===== src/hdl/hsv2rgb_pkg.sv =====
// ----------------------------------------------------------------------------
// HSV to RGB converter package
// Shared constants, the hue sector code and the stage-to-stage words.
// ----------------------------------------------------------------------------
package hsv2rgb_pkg;

  localparam int HUE_W   = 9;
  localparam int LEVEL_W = 8;
  localparam int PROD_W  = 2 * LEVEL_W;
  localparam int WGT_W   = 6;
  localparam int MIX_W   = LEVEL_W + WGT_W;

  localparam logic [HUE_W-1:0] SECTOR_DEG = HUE_W'(60);
  localparam logic [WGT_W-1:0] SECTOR_WGT = WGT_W'(60);

  // Division by 60 for values below 15301 as a multiply and shift.
  localparam int RECIP_SHIFT = 20;
  localparam int RECIP_W     = 15;
  localparam logic [RECIP_W-1:0] RECIP_60 = RECIP_W'(17477);

  typedef enum logic [2:0] {
    SEC_RED_YEL   = 3'd0,
    SEC_YEL_GRN   = 3'd1,
    SEC_GRN_CYN   = 3'd2,
    SEC_CYN_BLU   = 3'd3,
    SEC_BLU_MAG   = 3'd4,
    SEC_MAG_RED   = 3'd5,
    SEC_GREY      = 3'd6
  } sector_t;

  typedef struct packed {
    logic                 valid;
    logic [PROD_W-1:0]    prod;
    logic [LEVEL_W-1:0]   val;
    sector_t              sector;
    logic [WGT_W-1:0]     weight;
  } dec_word_t;

  typedef struct packed {
    logic                 valid;
    logic [MIX_W-1:0]     mix;
    logic [LEVEL_W-1:0]   chroma;
    logic [LEVEL_W-1:0]   offset;
    sector_t              sector;
  } chr_word_t;

endpackage


===== src/hdl/hsv2rgb_decode.sv =====
// ----------------------------------------------------------------------------
// HSV to RGB hue decode stage
// Registers V*S together with the hue sector and the secondary weight.
// ----------------------------------------------------------------------------
module hsv2rgb_decode (
  input  logic                           clk,
  input  logic                           rst,
  input  logic                           in_valid,
  input  logic [hsv2rgb_pkg::HUE_W-1:0]   hue_degrees,
  input  logic [hsv2rgb_pkg::LEVEL_W-1:0] saturation_level,
  input  logic [hsv2rgb_pkg::LEVEL_W-1:0] value_level,
  output hsv2rgb_pkg::dec_word_t          dec
);
  import hsv2rgb_pkg::*;

  sector_t           sector_next;
  logic [HUE_W-1:0]  base;
  logic [HUE_W-1:0]  pos;
  logic [HUE_W-1:0]  delta;
  logic [WGT_W-1:0]  weight_next;

  always_comb begin
    if (hue_degrees < HUE_W'(60)) begin
      sector_next = SEC_RED_YEL;
    end else if (hue_degrees < HUE_W'(120)) begin
      sector_next = SEC_YEL_GRN;
    end else if (hue_degrees < HUE_W'(180)) begin
      sector_next = SEC_GRN_CYN;
    end else if (hue_degrees < HUE_W'(240)) begin
      sector_next = SEC_CYN_BLU;
    end else if (hue_degrees < HUE_W'(300)) begin
      sector_next = SEC_BLU_MAG;
    end else if (hue_degrees < HUE_W'(360)) begin
      sector_next = SEC_MAG_RED;
    end else begin
      sector_next = SEC_GREY;
    end

    case (sector_next)
      SEC_RED_YEL, SEC_YEL_GRN: base = HUE_W'(0);
      SEC_GRN_CYN, SEC_CYN_BLU: base = HUE_W'(120);
      SEC_BLU_MAG, SEC_MAG_RED: base = HUE_W'(240);
      default:                  base = hue_degrees;
    endcase

    pos = hue_degrees - base;
    if (pos >= SECTOR_DEG) begin
      delta = pos - SECTOR_DEG;
    end else begin
      delta = SECTOR_DEG - pos;
    end
    if (sector_next == SEC_GREY) begin
      weight_next = '0;
    end else begin
      weight_next = SECTOR_WGT - delta[WGT_W-1:0];
    end
  end

  always_ff @(posedge clk) begin
    if (rst) begin
      dec.valid <= 1'b0;
    end else begin
      dec.valid <= in_valid;
    end
    dec.prod   <= PROD_W'(value_level) * PROD_W'(saturation_level);
    dec.val    <= value_level;
    dec.sector <= sector_next;
    dec.weight <= weight_next;
  end

endmodule


===== src/hdl/hsv2rgb_chroma.sv =====
// ----------------------------------------------------------------------------
// HSV to RGB chroma stages
// Divides V*S by 255 to get chroma and offset, then scales chroma by weight.
// ----------------------------------------------------------------------------
module hsv2rgb_chroma (
  input  logic                   clk,
  input  logic                   rst,
  input  hsv2rgb_pkg::dec_word_t dec,
  output hsv2rgb_pkg::chr_word_t chr
);
  import hsv2rgb_pkg::*;

  logic [PROD_W:0]    quot_sum;
  logic [LEVEL_W-1:0] chroma_next;

  logic               valid2;
  logic [LEVEL_W-1:0] chroma2;
  logic [LEVEL_W-1:0] offset2;
  sector_t            sector2;
  logic [WGT_W-1:0]   weight2;

  // For any p up to 255 * 255, floor(p / 255) equals (p + (p >> 8) + 1) >> 8.
  always_comb begin
    quot_sum    = {1'b0, dec.prod} + (PROD_W+1)'(dec.prod >> LEVEL_W) + (PROD_W+1)'(1);
    chroma_next = quot_sum[PROD_W-1:LEVEL_W];
  end

  always_ff @(posedge clk) begin
    if (rst) begin
      valid2    <= 1'b0;
      chr.valid <= 1'b0;
    end else begin
      valid2    <= dec.valid;
      chr.valid <= valid2;
    end
    chroma2    <= chroma_next;
    offset2    <= dec.val - chroma_next;
    sector2    <= dec.sector;
    weight2    <= dec.weight;
    chr.mix    <= MIX_W'(chroma2) * MIX_W'(weight2);
    chr.chroma <= chroma2;
    chr.offset <= offset2;
    chr.sector <= sector2;
  end

endmodule


===== src/hdl/hsv2rgb_mix.sv =====
// ----------------------------------------------------------------------------
// HSV to RGB mixing stages
// Divides the weighted chroma by 60, then places and offsets the channels.
// ----------------------------------------------------------------------------
module hsv2rgb_mix (
  input  logic                            clk,
  input  logic                            rst,
  input  hsv2rgb_pkg::chr_word_t          chr,
  output logic                            out_valid,
  output logic [hsv2rgb_pkg::LEVEL_W-1:0] red_level,
  output logic [hsv2rgb_pkg::LEVEL_W-1:0] green_level,
  output logic [hsv2rgb_pkg::LEVEL_W-1:0] blue_level
);
  import hsv2rgb_pkg::*;

  logic [MIX_W+RECIP_W-1:0] recip_prod;

  logic               valid4;
  logic [LEVEL_W-1:0] second4;
  logic [LEVEL_W-1:0] chroma4;
  logic [LEVEL_W-1:0] offset4;
  sector_t            sector4;

  logic [LEVEL_W-1:0] red_next;
  logic [LEVEL_W-1:0] green_next;
  logic [LEVEL_W-1:0] blue_next;

  assign recip_prod = (MIX_W+RECIP_W)'(chr.mix) * (MIX_W+RECIP_W)'(RECIP_60);

  always_comb begin
    red_next   = '0;
    green_next = '0;
    blue_next  = '0;
    case (sector4)
      SEC_RED_YEL: begin
        red_next   = chroma4;
        green_next = second4;
      end
      SEC_YEL_GRN: begin
        red_next   = second4;
        green_next = chroma4;
      end
      SEC_GRN_CYN: begin
        green_next = chroma4;
        blue_next  = second4;
      end
      SEC_CYN_BLU: begin
        green_next = second4;
        blue_next  = chroma4;
      end
      SEC_BLU_MAG: begin
        red_next  = second4;
        blue_next = chroma4;
      end
      SEC_MAG_RED: begin
        red_next  = chroma4;
        blue_next = second4;
      end
      default: begin
        red_next   = '0;
        green_next = '0;
        blue_next  = '0;
      end
    endcase
  end

  always_ff @(posedge clk) begin
    if (rst) begin
      valid4    <= 1'b0;
      out_valid <= 1'b0;
    end else begin
      valid4    <= chr.valid;
      out_valid <= valid4;
    end
    second4     <= recip_prod[RECIP_SHIFT+LEVEL_W-1:RECIP_SHIFT];
    chroma4     <= chr.chroma;
    offset4     <= chr.offset;
    sector4     <= chr.sector;
    red_level   <= red_next + offset4;
    green_level <= green_next + offset4;
    blue_level  <= blue_next + offset4;
  end

endmodule


===== src/hdl/hsv_to_rgb_converter_core.sv =====
// An accepted word passes through the decode, chroma and mix register stages to done.
// Throughput: one word per cycle; busy stays low, as the five register stages
// (one multiplier each in stages one, three and four) take a word every clock.
// Reset clears every stage valid bit; no result strobe follows a reset until
// new words are accepted. The receiver cannot stall.
// ----------------------------------------------------------------------------
// HSV to RGB converter
// Five-stage pipeline that turns one HSV pixel into one 8-bit RGB triple.
// ----------------------------------------------------------------------------
module hsv_to_rgb_converter_core (
  input  logic                            clk,
  input  logic                            rst,
  input  logic                            start,
  output logic                            busy,
  input  logic [hsv2rgb_pkg::HUE_W-1:0]   hue_degrees,
  input  logic [hsv2rgb_pkg::LEVEL_W-1:0] saturation_level,
  input  logic [hsv2rgb_pkg::LEVEL_W-1:0] value_level,
  output logic                            done,
  output logic [hsv2rgb_pkg::LEVEL_W-1:0] red_level,
  output logic [hsv2rgb_pkg::LEVEL_W-1:0] green_level,
  output logic [hsv2rgb_pkg::LEVEL_W-1:0] blue_level
);
  import hsv2rgb_pkg::*;

  dec_word_t dec;
  chr_word_t chr;

  assign busy = 1'b0;

  hsv2rgb_decode u_decode (
    .clk              (clk),
    .rst              (rst),
    .in_valid         (start & ~busy),
    .hue_degrees      (hue_degrees),
    .saturation_level (saturation_level),
    .value_level      (value_level),
    .dec              (dec)
  );

  hsv2rgb_chroma u_chroma (
    .clk (clk),
    .rst (rst),
    .dec (dec),
    .chr (chr)
  );

  hsv2rgb_mix u_mix (
    .clk         (clk),
    .rst         (rst),
    .chr         (chr),
    .out_valid   (done),
    .red_level   (red_level),
    .green_level (green_level),
    .blue_level  (blue_level)
  );

endmodule


===== config.mk =====
export PLATFORM = sky130hd
export DESIGN_NAME = hsv_to_rgb_converter_core
export DESIGN_NICKNAME = d
export VERILOG_FILES = /design/src/hdl/hsv2rgb_pkg.sv /design/src/hdl/hsv2rgb_decode.sv /design/src/hdl/hsv2rgb_chroma.sv /design/src/hdl/hsv2rgb_mix.sv /design/src/hdl/hsv_to_rgb_converter_core.sv
export SDC_FILE = /design/constraint.sdc
export NUM_CORES = 1
export LEC_CHECK = 0
export BUFFER_PORTS_ARGS = -buffer_cell sky130_fd_sc_hd__buf_4
export CORE_ASPECT_RATIO = 2
export CORE_MARGIN = 8
export CORE_UTILIZATION = 35
export CTS_BUF_LIST = sky130_fd_sc_hd__clkbuf_8
export CTS_CLUSTER_SIZE = 10
export DETAILED_ROUTE_END_ITERATION = 8
export MAX_ROUTING_LAYER = met4
export PLACE_DENSITY = 0.47
export SYNTH_ARGS = -nofsm -noshare
export SYNTH_HDL_FRONTEND = slang
export SYNTH_SLANG_ARGS = --single-unit

===== constraint.sdc =====
create_clock -name clk -period 9.78 [get_ports clk]
set_clock_uncertainty 0.2 [all_clocks]
set_input_delay 0.489 -clock clk [delete_from_list [all_inputs] [get_ports clk]]
set_output_delay 0.489 -clock clk [all_outputs]
set_load 0.02 [all_outputs]

==> results of run 1 <==
final timing paths:
kind	from	to	cells after the start
min reg2reg	u_chroma.chr[15]	u_mix.chroma4[4]	0
max	value_level[1]	u_decode.dec[32]	17
min	hue_degrees[0]	u_decode.dec[1]	3
max reg2reg	u_chroma.chr[30]	u_mix.second4[6]	17
final cells by class:
type | instances | area share (%)
Inverter | 168 | 5.01
Antenna cell | 1 | 0.0199
Sequential cell | 147 | 23.4
Multi-Input combinational cell | 818 | 59.9
Timing Repair Buffer | 63 | 3.95
Clock inverter | 15 | 1.67
Clock buffer | 17 | 1.86
Tap cell | 423 | 4.20
registers in the layout, indices dropped and copies added, names as in the netlist:
register           count
u_decode.dec          34
u_chroma.valid2        1
u_chroma.offset2       8
u_chroma.weight2       6
u_mix.sector4          3
u_mix.second4          8
u_chroma.chr          34
u_chroma.chroma2       8
u_chroma.sector2       3
u_mix.out_valid        1
u_mix.chroma4          8
u_mix.offset4          8
u_mix.green_level      8
u_mix.red_level        8
u_mix.valid4           1
u_mix.blue_level       8
metrics by stage:
stage,utilization (%),setup slack (ns),cells
floorplan,-,5.21,1151
global route,39.9,4.55,1652
detailed placement,38.2,4.83,1609
global placement,38.2,4.94,1609
finish,39.9,4.81,1652
CTS,39.9,4.79,1651
routing by layer:
metal  routed length, µm  vias up  track usage (%)
met2               15700       93             29.4
met5                   0        -                -
li1                    -     3924                -
met4                 659        0             5.85
met1                8510     3730             12.3
met3                 388       36             1.63
cells in the final DEF, fill, tap and decap left out, types with 5 or more instances in the layout:
master         Yosys  final
a21o_1            17     17
a21oi_1           63     63
and2_1            63     63
buf_4              3     53
clkbuf_8           0     17
dfxtp_1          147    147
dlygate4sd3_1      0     10
fa_1              85     85
ha_1             186    186
inv_1            167    167
inv_8              0      5
mux2i_1           17     17
nand2_1          113    113
nand2b_1           8      8
nand3_1           10     10
nand3b_1           5      5
nor2_1            27     27
nor2b_1           11     11
nor3_1             5      5
o21a_1            11     11
o21ai_0           23     23
o21bai_1          18     18
o22ai_1            7      7
xnor2_1           53     53
xor2_1            23     23
critical path, cell delays in order:
cell and delay, ns:
dlygate4sd3_1 0.53, buf_4 0.16, and2_1 0.15, fa_1 0.45
fa_1 0.54, inv_1 0.05, fa_1 0.46, fa_1 0.54
inv_1 0.04, ha_1 0.31, o21ai_0 0.13, a21boi_0 0.25
o21ai_0 0.15, a21boi_0 0.39, o2111ai_1 0.19, a31oi_1 0.20
xnor2_1 0.13
cells by family (layout without fill, tap and decap cells):
family	after synthesis	after routing	synth area share, %
AOI/OAI and AO/OA	184	184	11.3
adders and majority gates	272	272	36.0
other	2	3	0.0670
muxes	21	21	2.05
xor gates and xnor gates	78	78	6.28
and+or+nand+nor	261	261	11.6
buffers and inverters	186	263	6.44
DFF	147	147	26.2
timing repair:
| item | CTS | global route |
|---|---|---|
| hold endpoints to repair | 13 | 0 |
| hold buffers | 10 | 0 |
| setup endpoints to repair | 0 | 0 |
power by group:
group          leakage (µW)  internal, µW  total (µW)  switching [µW]
clock network      0.000224           265         527             262
registers           0.00123           874        1100             230
logic               0.00483          1330        2940            1610
==> metrics, run 1 <==
std cell rows=92; cell taking the most area after synthesis=dfxtp_1; routed vias=7783; layout cells sized above 1=8.47%; Final Max Slew Viols=0; Primary FF master, synth=dfxtp_1; CTS tree=done; first-pass GRT wire length=just over 40000 µm; final hold slack=0.0762 ns; Final Setup Violations=0; placed cell area=about 12000 µm²; CP endpoint kind=flop; Yosys warnings=0; CP required=9.98 ns; outcome=finished clean; critical path class=in2reg; fraction of registers with async set/reset=0%; worst path arrival time=5.17 ns; minimum clock period=4.97 ns; Fin Setup TNS=0 ns; Post-CTS Setup Bufs=0; Die X=143 µm; overall power=4570 µW; sequential area share after synthesis=approximately a quarter; drt via density=4.71; RSZ-0062 raised after global routing=false; worst vdd ir=between 0.15 and 0.2 mV; Syn Area/Cell=9.74 µm²; io pins=54; initial antenna violation count=1; area of the die=between 30000 and 40000 µm²; DRC violations left=0; Cell Area, Synth=11200 µm²; fin area=12600 µm²; Final nets=between 1500 and 2000; synth-to-layout area growth=12.3%; cts repair resizes=0; syn nets=1450; crit-path max FO=9; number of DRC markers in iteration 0=190; hpwl dp=21200 µm; Hold Crit Class=in2reg; Cells after Synth=1151; vias in the first global route=around 8300; Leakage Power=around 0.0063 µW; Highest Clock Rate=just over 0.2 GHz; Die Y-Extent=269 µm; Distinct cells, synth=72; IO Port Bufs=52; top-area cell type share of the netlist area=26.3%; clk slew on worst S/H paths=0.09 ns; Worst R2R Setup Slack=4.83 ns; H-tree depth=4; gr usage total=between 10 and 15%; Layout fillers=3220; ANT nets after route=0; most common cell in the synthesized netlist=ha_1; register bit total from synthesis=around 150; WL per Instance=approximately 15 µm; max_cap viols=0; largest net degree at the start of global routing=22; Pre-antenna DRT Iters=4; relative slew slack=42.0%; Cell Pwr Density=363 nW/µm²; Root Driver=clkbuf_8; top cell types by occurrence after synthesis=186 x ha_1, 167 x inv_1, 147 x dfxtp_1, 113 x nand2_1, 85 x fa_1; Overflow after GRT=0; crit path launch type=primary input; Slew @ Worst Pin=0.864 ns; Worst-Skew Late Latency=between 0.4 and 0.5 ns; CTS Buf Count=17; Synth area leaders=dfxtp_1 26%, ha_1 21%, fa_1 15%; routability cong.=0.804; Final Hold Viols=0; number of synthesized flops with an enable pin=0; period utilization=between 50% and 60%; clk sinks=147; initial core utilization=between 30% and 40%; clock buffer depth=2; Routed WL=between 20000 and 30000 µm; core region area=approximately 32000 µm²; area occupied by multi-input gates=7550 µm²; Register Area=2940 µm²
No activity file was read; power rests on OpenSTA's default activity.
==> inputs of run 2 (changes only) <==
--- a/config.mk
+++ b/config.mk
@@ -5,6 +5,7 @@
 export SDC_FILE = /design/constraint.sdc
 export NUM_CORES = 1
 export LEC_CHECK = 0
+export ABC_AREA = 1
 export BUFFER_PORTS_ARGS = -buffer_cell sky130_fd_sc_hd__buf_4
 export CORE_ASPECT_RATIO = 2
 export CORE_MARGIN = 8
@@ -13,7 +14,7 @@
 export CTS_CLUSTER_SIZE = 10
 export DETAILED_ROUTE_END_ITERATION = 8
 export MAX_ROUTING_LAYER = met4
-export PLACE_DENSITY = 0.47
+export PLACE_DENSITY = 0.49
 export SYNTH_ARGS = -nofsm -noshare
 export SYNTH_HDL_FRONTEND = slang
 export SYNTH_SLANG_ARGS = --single-unit
==> constraint.sdc (replaced) <==
create_clock -name clk -period 4.5 [get_ports clk]
set_clock_uncertainty 0.2 [all_clocks]
set_input_delay 0.225 -clock clk [delete_from_list [all_inputs] [get_ports clk]]
set_output_delay 0.225 -clock clk [all_outputs]
set_load 0.02 [all_outputs]
==> metrics, run 2 <==
outcome=finished clean; most frequent cells in the layout=289 x inv_1, 219 x nand2_1, 178 x ha_1, 140 x dfxtp_1, 101 x buf_4; Final nets=1688 (+11%); Cell Area, Synth=11000 µm² (-1.7%); DRC violations left=0 (unchanged); std cell rows=92 (unchanged); top cell types by occurrence after synthesis=292 x inv_1, 225 x nand2_1, 186 x ha_1, 147 x dfxtp_1, 85 x fa_1; Cells after Synth=1271 (+10%); routed vias=8216 (+5.6%); most common cell in the synthesized netlist=inv_1; number of synthesized flops with an enable pin=0 (unchanged); H-tree depth=4 (unchanged); layout cells sized above 1=15.2% (+6.7 points); most common cell after layout, fill and taps aside=inv_1; top-area cell type share of the netlist area=26.7% (+0.46 points); CTS Buf Count=17 (unchanged); CP Cell Sequence=buf_4, ha_1, inv_1, fa_1, fa_1, inv_1, fa_2, ha_1, ha_4, nand2_2, nor3_2, nand2_2, o311ai_4, nand2_1, nand2_2, nand2_2, o21ai_4, a21oi_4, o21bai_1, nand2_1; Hold Crit Class=in2reg; Die Y-Extent=267 µm (-0.82%); Synth area leaders=dfxtp_1 27%, ha_1 21%, fa_1 15%; CP required=4.65 ns (-5.33 ns); Syn Area/Cell=8.67 µm² (-11%); Die X=141 µm (-0.77%); Final Setup Violations=0 (unchanged); minimum clock period=4.38 ns; biggest regs=u_chroma.chr x34, u_decode.dec x34; most used cell, CP=nand2_2; Final Hold Viols=0 (unchanged); initial antenna violation count=0 (-1); gr usage total=12.9% (-1.4 points); area of the die=37800 µm² (-1.6%); register bit total from synthesis=147 (unchanged); relative slew slack=57.8% (+16 points); Final Max Slew Viols=0 (unchanged); largest net degree at the start of global routing=17 (-23%); WL per Instance=12.4 µm (-19%); clock buffer depth=2 (unchanged); Routed WL=22600 µm (-11%); sequential area share after synthesis=26.7% (+0.46 points); Layout Cells excl Fill=1825 (+10%); RSZ-0062 raised after global routing=true; CP max stage delay=0.44 ns (-0.10 ns); core region area=31300 µm² (-0.73%); syn nets=1570 (+8.3%); hpwl dp=19300 µm (-9.1%); placed insts=1771 (+10%); initial core utilization=35.2% (-0.36 points); Overflow after GRT=0 (unchanged); crit path launch type=flop; diodes inserted=0 (-1); ANT nets after route=0 (unchanged); CP endpoint kind=flop; pre-CTS setup slack=-0.225 ns (-5.06 ns); first-pass GRT wire length=38100 µm (-8.2%); fraction of registers with async set/reset=0% (unchanged); vias in the first global route=8477 (+1.9%); number of DRC markers in iteration 0=282 (+48%); clk slew on worst S/H paths=0.07 ns (-0.02 ns); period utilization=97.2%; IO Port Bufs=52 (unchanged); critical path class=reg2reg; clk sinks=147 (unchanged); Layout fillers=3190 (-0.93%); placed cell area=12200 µm² (+1.4%); CTS tree=done; Highest Clock Rate=0.229 GHz; worst path arrival time=4.53 ns (-0.64 ns); Worst R2R Setup Slack=0.12 ns (-4.71 ns); Distinct cells, synth=46 (-36%); final hold slack=0.0481 ns (-0.0281 ns); fin area=13100 µm² (+4.1%); routability cong.=0.847 (+5.4%); Pre-antenna DRT Iters=4 (unchanged); Primary FF master, synth=dfxtp_1; max_cap viols=0 (unchanged); drt via density=4.50 (-4.4%); Root Driver=clkbuf_8; io pins=54 (unchanged); cell taking the most area after synthesis=dfxtp_1; Slew @ Worst Pin=0.629 ns (-0.234 ns); Crit-path slowest cell=fa_1; Yosys warnings=0 (unchanged); synth-to-layout area growth=19.0%; crit-path max FO=3 (-6); setup ws final=0.124 ns (-4.68 ns); Worst-Skew Late Latency=0.46 ns (about the same)
run 2: changes by cell type in the layout (fill, tap and decap cells not counted), moves of 24 or more:
cell / before / now
inv_1: 167 / 289
nand2_1: 113 / 219
and2_1: 63 / 1
buf_4: 53 / 101
xnor2_1: 53 / 14
xor2_1: 23 / 47
run 2: kinds of logic (layout without fill, tap and decap cells):
kind of cell / count (synthesis) / in the layout / synth area share, %
flops: 147 / 147 / 26.7
compound gates: 142 / 142 / 7.36
xor+xnor: 62 / 62 / 5.10
fa+ha+maj: 271 / 271 / 36.6
simple gates: 327 / 327 / 13.2
buf+inv: 320 / 451 / 11.0
other cells: 2 / 2 / 0.0682
run 2: final cells by class:
class                   count  area (µm²)  area share, %
clock buffers              20         275           2.10
clock inverters            12         170           1.30
inverters                 297        1120           8.52
multi-input cells         804        7090           54.1
flip-flops and latches    147        2950           22.5
well taps                 423         529           4.04
repair buffers            122         971           7.41
run 2: metal layers:
metal	GRT usage, %	share of wire [%]
met1	13.9	42
met2	23.1	52
met3	2.11	3.1
met4	5.05	2.7
met5	-	0
run 2: path summary, 6_finish.rpt:
check	to	startpoint	depth (start not counted)
worst max-delay path	u_mix.second4[7]	u_chroma.chr[30]	20
worst min register to register	u_mix.chroma4[2]	u_chroma.chr[13]	0
worst max register to register	u_mix.second4[7]	u_chroma.chr[30]	20
worst min-delay path	u_decode.dec[6]	hue_degrees[5]	5
run 2: timing repair:
action | 4_1_cts | 5_1_grt
endpoints found under the hold margin | 19 | 0
gates resized for setup | 16 | 37
setup endpoints to repair | 5 | 11
hold buffers | 19 | 0
pin swaps | 20 | 21
setup buffers | 1 | 2
run 2: critical path: cells and delay by family, from the launching register on:
| kind | cells | cell delay (ns) |
|---|---|---|
| simple gates | 7 | 0.70 |
| fa+ha+maj | 6 | 2.10 |
| buf+inv | 3 | 0.30 |
| compound gates | 4 | 0.62 |
| flops | 1 | 0.34 |
run 2: metrics by stage:
stage               TNS (ns)  utilization, %
finish                     0            41.9
global route          -0.321            41.9
CTS                 -0.00115            41.3
detailed placement    -0.772            39.0
global placement      -0.277            39.0
floorplan                  0               -
Power of run 2 is left out: the tool's default activity adds up to more than one toggle a clock period on the data nets, which glitch-free logic cannot reach.
